### src/rtl/bellman_ford_shortest_paths_defines.svh
// Assertion macros shared by the shortest path block.
`ifndef BELLMAN_FORD_SHORTEST_PATHS_DEFINES_SVH
`define BELLMAN_FORD_SHORTEST_PATHS_DEFINES_SVH

// Same-cycle implication, checked outside reset.
`define BFSP_ASSERT_IMP(lbl, ante, cons, msg) \
	lbl: assert property (@(posedge clk) disable iff (!arst_n) (ante) |-> (cons)) \
		else $error(msg);

// Next-cycle implication, checked outside reset.
`define BFSP_ASSERT_NXT(lbl, ante, cons, msg) \
	lbl: assert property (@(posedge clk) disable iff (!arst_n) (ante) |=> (cons)) \
		else $error(msg);

`endif

### src/rtl/bfsp_ram.sv
// Generic simple dual-port RAM with registered read.
module bfsp_ram #(
	parameter int WIDTH = 8,
	parameter int DEPTH = 16
) (
	input  logic                     clk,
	input  logic                     we,
	input  logic [$clog2(DEPTH)-1:0] waddr,
	input  logic [WIDTH-1:0]         wdata,
	input  logic [$clog2(DEPTH)-1:0] raddr,
	output logic [WIDTH-1:0]         rdata
);
	logic [WIDTH-1:0] mem_q [DEPTH];

	always_ff @(posedge clk) begin
		if (we) begin
			mem_q[waddr] <= wdata;
		end
		rdata <= mem_q[raddr];
	end
endmodule

### config.mk
export PLATFORM = sky130hd
export DESIGN_NAME = bfsp_ram
export DESIGN_NICKNAME = d
export VERILOG_FILES = /design/src/rtl/bellman_ford_shortest_paths_defines.svh /design/src/rtl/bfsp_ram.sv
export SDC_FILE = /design/constraint.sdc
export NUM_CORES = 1
export LEC_CHECK = 0
export ABC_CLOCK_PERIOD_IN_PS = 2200
export BUFFER_PORTS_ARGS = -buffer_cell sky130_fd_sc_hd__buf_2
export CAP_MARGIN = 10
export CORE_ASPECT_RATIO = 1.2
export CORE_UTILIZATION = 60
export CTS_CLUSTER_SIZE = 14
export DETAILED_ROUTE_END_ITERATION = 6
export PLACE_DENSITY = 0.81
export SLEW_MARGIN = 10
export SYNTH_ARGS = -nofsm -noshare
export SYNTH_HDL_FRONTEND = slang
export SYNTH_SLANG_ARGS = --single-unit
### constraint.sdc
create_clock -name clk -period 2.2 [get_ports clk]
set_input_delay 0.55 -clock clk [delete_from_list [all_inputs] [get_ports clk]]
set_output_delay 0.55 -clock clk [all_outputs]
set_load 0.03 [all_outputs]
==> results_dict.tcl <==
set metrics [dict create \
    grt_pass1_vias 2604 \
    synth-warning-count 0 \
    die_height_um 103 \
    r2r_setup_slack_ns 0.79 \
    worst_slew_pin_slew_ns 0.398 \
    cts_tree "built" \
    power.ir.vdd_worst_uv 739 \
    numPortBuffers 25 \
    gpl.final_weighted_congestion 0.800 \
    period_share 0.729 \
    placed_cell_area_um2 5520 \
    ys_ff_latch 136 \
    crit_start "rdata[4]$_DFF_P_" \
    drt.antenna.violating_nets 0 \
    timing.critical_path.cells "buf_2" \
    startpoint_type "flip-flop" \
    worstSetupEndpoint "rdata[4]" \
    synth_mux_area_frac 0.150 \
    rows 36 \
    layout_min_cycle_time_ns 1.60 \
    path_class "flip-flop to output pin" \
    synth.distinct_cells 19 \
    yosys.area.top_type "sky130_fd_sc_hd__edfxtp_1" \
    final-seq-area_um2 4000 \
    beginning_of_the_worst_register_to_register_path "mem_q[0][3]$_DFFE_PP_" \
    result_of_the_run "complete, no violations" \
    largest_family_of_logic_cells_by_synthesized_area "multiplexers" \
    dp_hpwl_um 6170 \
    clk-insertion-delay-late_ns 0.52 \
    detailedRoute.firstIterationViolations 263 \
    synth.cell_area_um2 5150 \
    cts.sinks 136 \
    overall_overflow_remaining_after_global_route 0 \
    final_layout_size_suffix_gt1_frac 0.303 \
    post_synth_adder_cell_area 0 \
    relSlewSlack 0.734 \
    dr_vias 2550 \
    synth.net_count 247 \
    first_pass_iters 5 \
    grt_antenna_before_repair 0 \
    multi_input_area_um2 1060 \
    finish.instance_area_um2 6040 \
    r2r.worst_path.cells 3 \
    floorplan.die.width_um 86.6 \
    global_route.peak_usage_layer "met2" \
    report.final.hold_viol_count 0 \
    met2_usage 0.391 \
    fin_setup_tns_ns 0 \
    post_cts_hold_buffer_count 0 \
    global_routing_usage_on_met3 0.0746 \
    rsz_0062_raised_after_global_routing "false" \
    yosys-top-cells-area "sky130_fd_sc_hd__edfxtp_1 75%, sky130_fd_sc_hd__mux4_2 7.9%, sky130_fd_sc_hd__mux4_1 7.1%" \
    cp_top_family "flip-flops" \
    critPathCaptureType "output pin" \
    clock_path_buffers 2 \
    worstPathMaxFanout 1 \
    fillcell_total 466 \
    worstPathRequired_ns 1.65 \
    postCtsSetupBuffers 0 \
    power_density_nw_per_um2 943 \
    report.final.slew_viol_count 0 \
    worst_hold_path_type "input port to flip-flop" \
    io-pin-count 26 \
    timing.clock.skew_ns 0.00628 \
    number_of_design_rule_violations_left_after_detail_routing 0 \
    power.leakage_nw 2.08 \
    cts-buffers-inserted 17 \
    diodes 0 \
    share_of_the_synthesized_area_in_compound_gates_ao_oa_aoi_oai 0.0233 \
    critical_path_depth 1 \
    routedWlPerCell_um 23.3 \
    r2r_end "rdata[3]$_DFF_P_" \
    grt_pass1_wl_um 14900 \
    syn-mean-instance-area_um2 22.5 \
    start_util 0.628 \
    die-area_um2 8960 \
    grt_start_max_net_pins 24 \
    met1_usage 0.319 \
    post-synth-top-area-fraction 0.747 \
    cell_with_the_largest_stage_delay_on_the_worst_path "sky130_fd_sc_hd__dfxtp_1" \
    crit_buf_inv 1 \
    synth-simple-area-share 0.0318 \
    layout.nets 305 \
    max_freq_mhz 624 \
    cap_violations 0 \
    ctsRootBufferMaster "sky130_fd_sc_hd__clkbuf_8" \
    clk_pin_slew_ns 0.06 \
    syn2layout_area_growth_pct 17.4 \
    post_cts_resized 0 \
    worstPathArrival_ns 1.05 \
    synthXorXnorAreaFrac 0 \
    number_of_levels_the_h_tree_was_split_into 4 \
    synth_sequential_area_ratio 0.778 \
    fp.coreArea_um2 8200 \
    viasPerCell 6.16 \
    grt_use_total 0.249 \
    cp_slowest_stage_delay_ns 0.33 \
    detail_route.wirelength_um 9670 \
    setup_viol_count_final 0 \
    syn_inst 229 \
]
-- placed cells by master (no fill, tap or decap), drive strengths merged, types with 3 or more instances in the layout --
cell type	Yosys	final
dfxtp	8	8
nand2	9	9
nor2	13	13
clkinv	0	3
mux4	32	32
a22oi	16	16
buf	7	49
clkbuf	0	28
nor3	4	4
edfxtp	128	128
-- kinds of logic after synthesis --
| logic type | after synthesis |
|---|---|
| AO/OA/AOI/OAI | 16 |
| AND/OR/NAND/NOR | 35 |
| multiplexers | 32 |
| buffers and inverters | 10 |
| flip-flops | 136 |
-- synthesized netlist by cell type --
| master | instances |
|---|---|
| sky130_fd_sc_hd__nand3b_1 | 2 |
| sky130_fd_sc_hd__nor2_1 | 13 |
| sky130_fd_sc_hd__mux4_2 | 18 |
| sky130_fd_sc_hd__buf_6 | 3 |
| sky130_fd_sc_hd__or3b_2 | 1 |
| sky130_fd_sc_hd__nand2_1 | 9 |
| sky130_fd_sc_hd__clkdlybuf4s25_2 | 3 |
| sky130_fd_sc_hd__nand2b_1 | 2 |
| sky130_fd_sc_hd__a22oi_1 | 16 |
| sky130_fd_sc_hd__buf_2 | 3 |
| sky130_fd_sc_hd__edfxtp_1 | 128 |
| sky130_fd_sc_hd__and2b_1 | 1 |
| sky130_fd_sc_hd__nand3_1 | 1 |
| sky130_fd_sc_hd__buf_4 | 1 |
| sky130_fd_sc_hd__mux4_1 | 14 |
| sky130_fd_sc_hd__and2_1 | 1 |
| sky130_fd_sc_hd__nor2b_1 | 1 |
| sky130_fd_sc_hd__dfxtp_1 | 8 |
| sky130_fd_sc_hd__nor3_1 | 4 |
-- stage by stage --
stage | power (mW) | util | hold WS, ns | setup slack (ns) | std cells
finish | 5.70 | 0.737 | 0.417 | 0.597 | 414
global route | 5.87 | 0.737 | 0.401 | 0.564 | 414
CTS | 5.74 | 0.737 | 0.402 | 0.576 | 414
detailed placement | 3.27 | 0.674 | 0.665 | 0.198 | 382
global placement | 3.25 | 0.674 | 0.654 | 0.242 | 382
floorplan | 3.14 | - | 0.629 | 0.157 | 229
-- final cells by class --
cell class,count,area share
Sequential cell,136,0.663
Tap cell,114,0.0236
Clock buffer,28,0.0787
Timing Repair Buffer,49,0.0526
Clock inverter,4,0.00745
Multi-Input combinational cell,83,0.175
-- sequential cells by signal (all words and copies together), names as in the netlist --
register and cells:
rdata 8, mem_q 128
-- routing by layer --
metal	part of all wire	routed length, µm	vias to the layer above
met4	0.029	282	0
met1	0.40	3850	1300
met3	0.065	630	28
met2	0.51	4910	137
li1	-	-	1085
met5	0	0	-
-- how the worst min path moves through the flow --
stage | start | slack [ns] | endpoint | depth (start not counted)
after floorplan | mem_q[7][0]$_DFFE_PP_ | 0.63 | rdata[0]$_DFF_P_ | 3
after global placement | mem_q[8][3]$_DFFE_PP_ | 0.65 | rdata[3]$_DFF_P_ | 3
after detailed placement | mem_q[15][1]$_DFFE_PP_ | 0.66 | rdata[1]$_DFF_P_ | 3
after CTS | wdata[5] | 0.40 | mem_q[4][5]$_DFFE_PP_ | 1
after global routing | wdata[5] | 0.40 | mem_q[7][5]$_DFFE_PP_ | 1
final | wdata[6] | 0.42 | mem_q[1][6]$_DFFE_PP_ | 1
-- power breakdown --
part           leakage [nW]  internal (mW)  switching (mW)
clock                 0.255           1.55           0.929
sequential             1.22           2.90          0.0154
combinational         0.602          0.119           0.184
total                  2.08           4.57            1.13
Note: power is estimated with default switching activity, not from simulation.
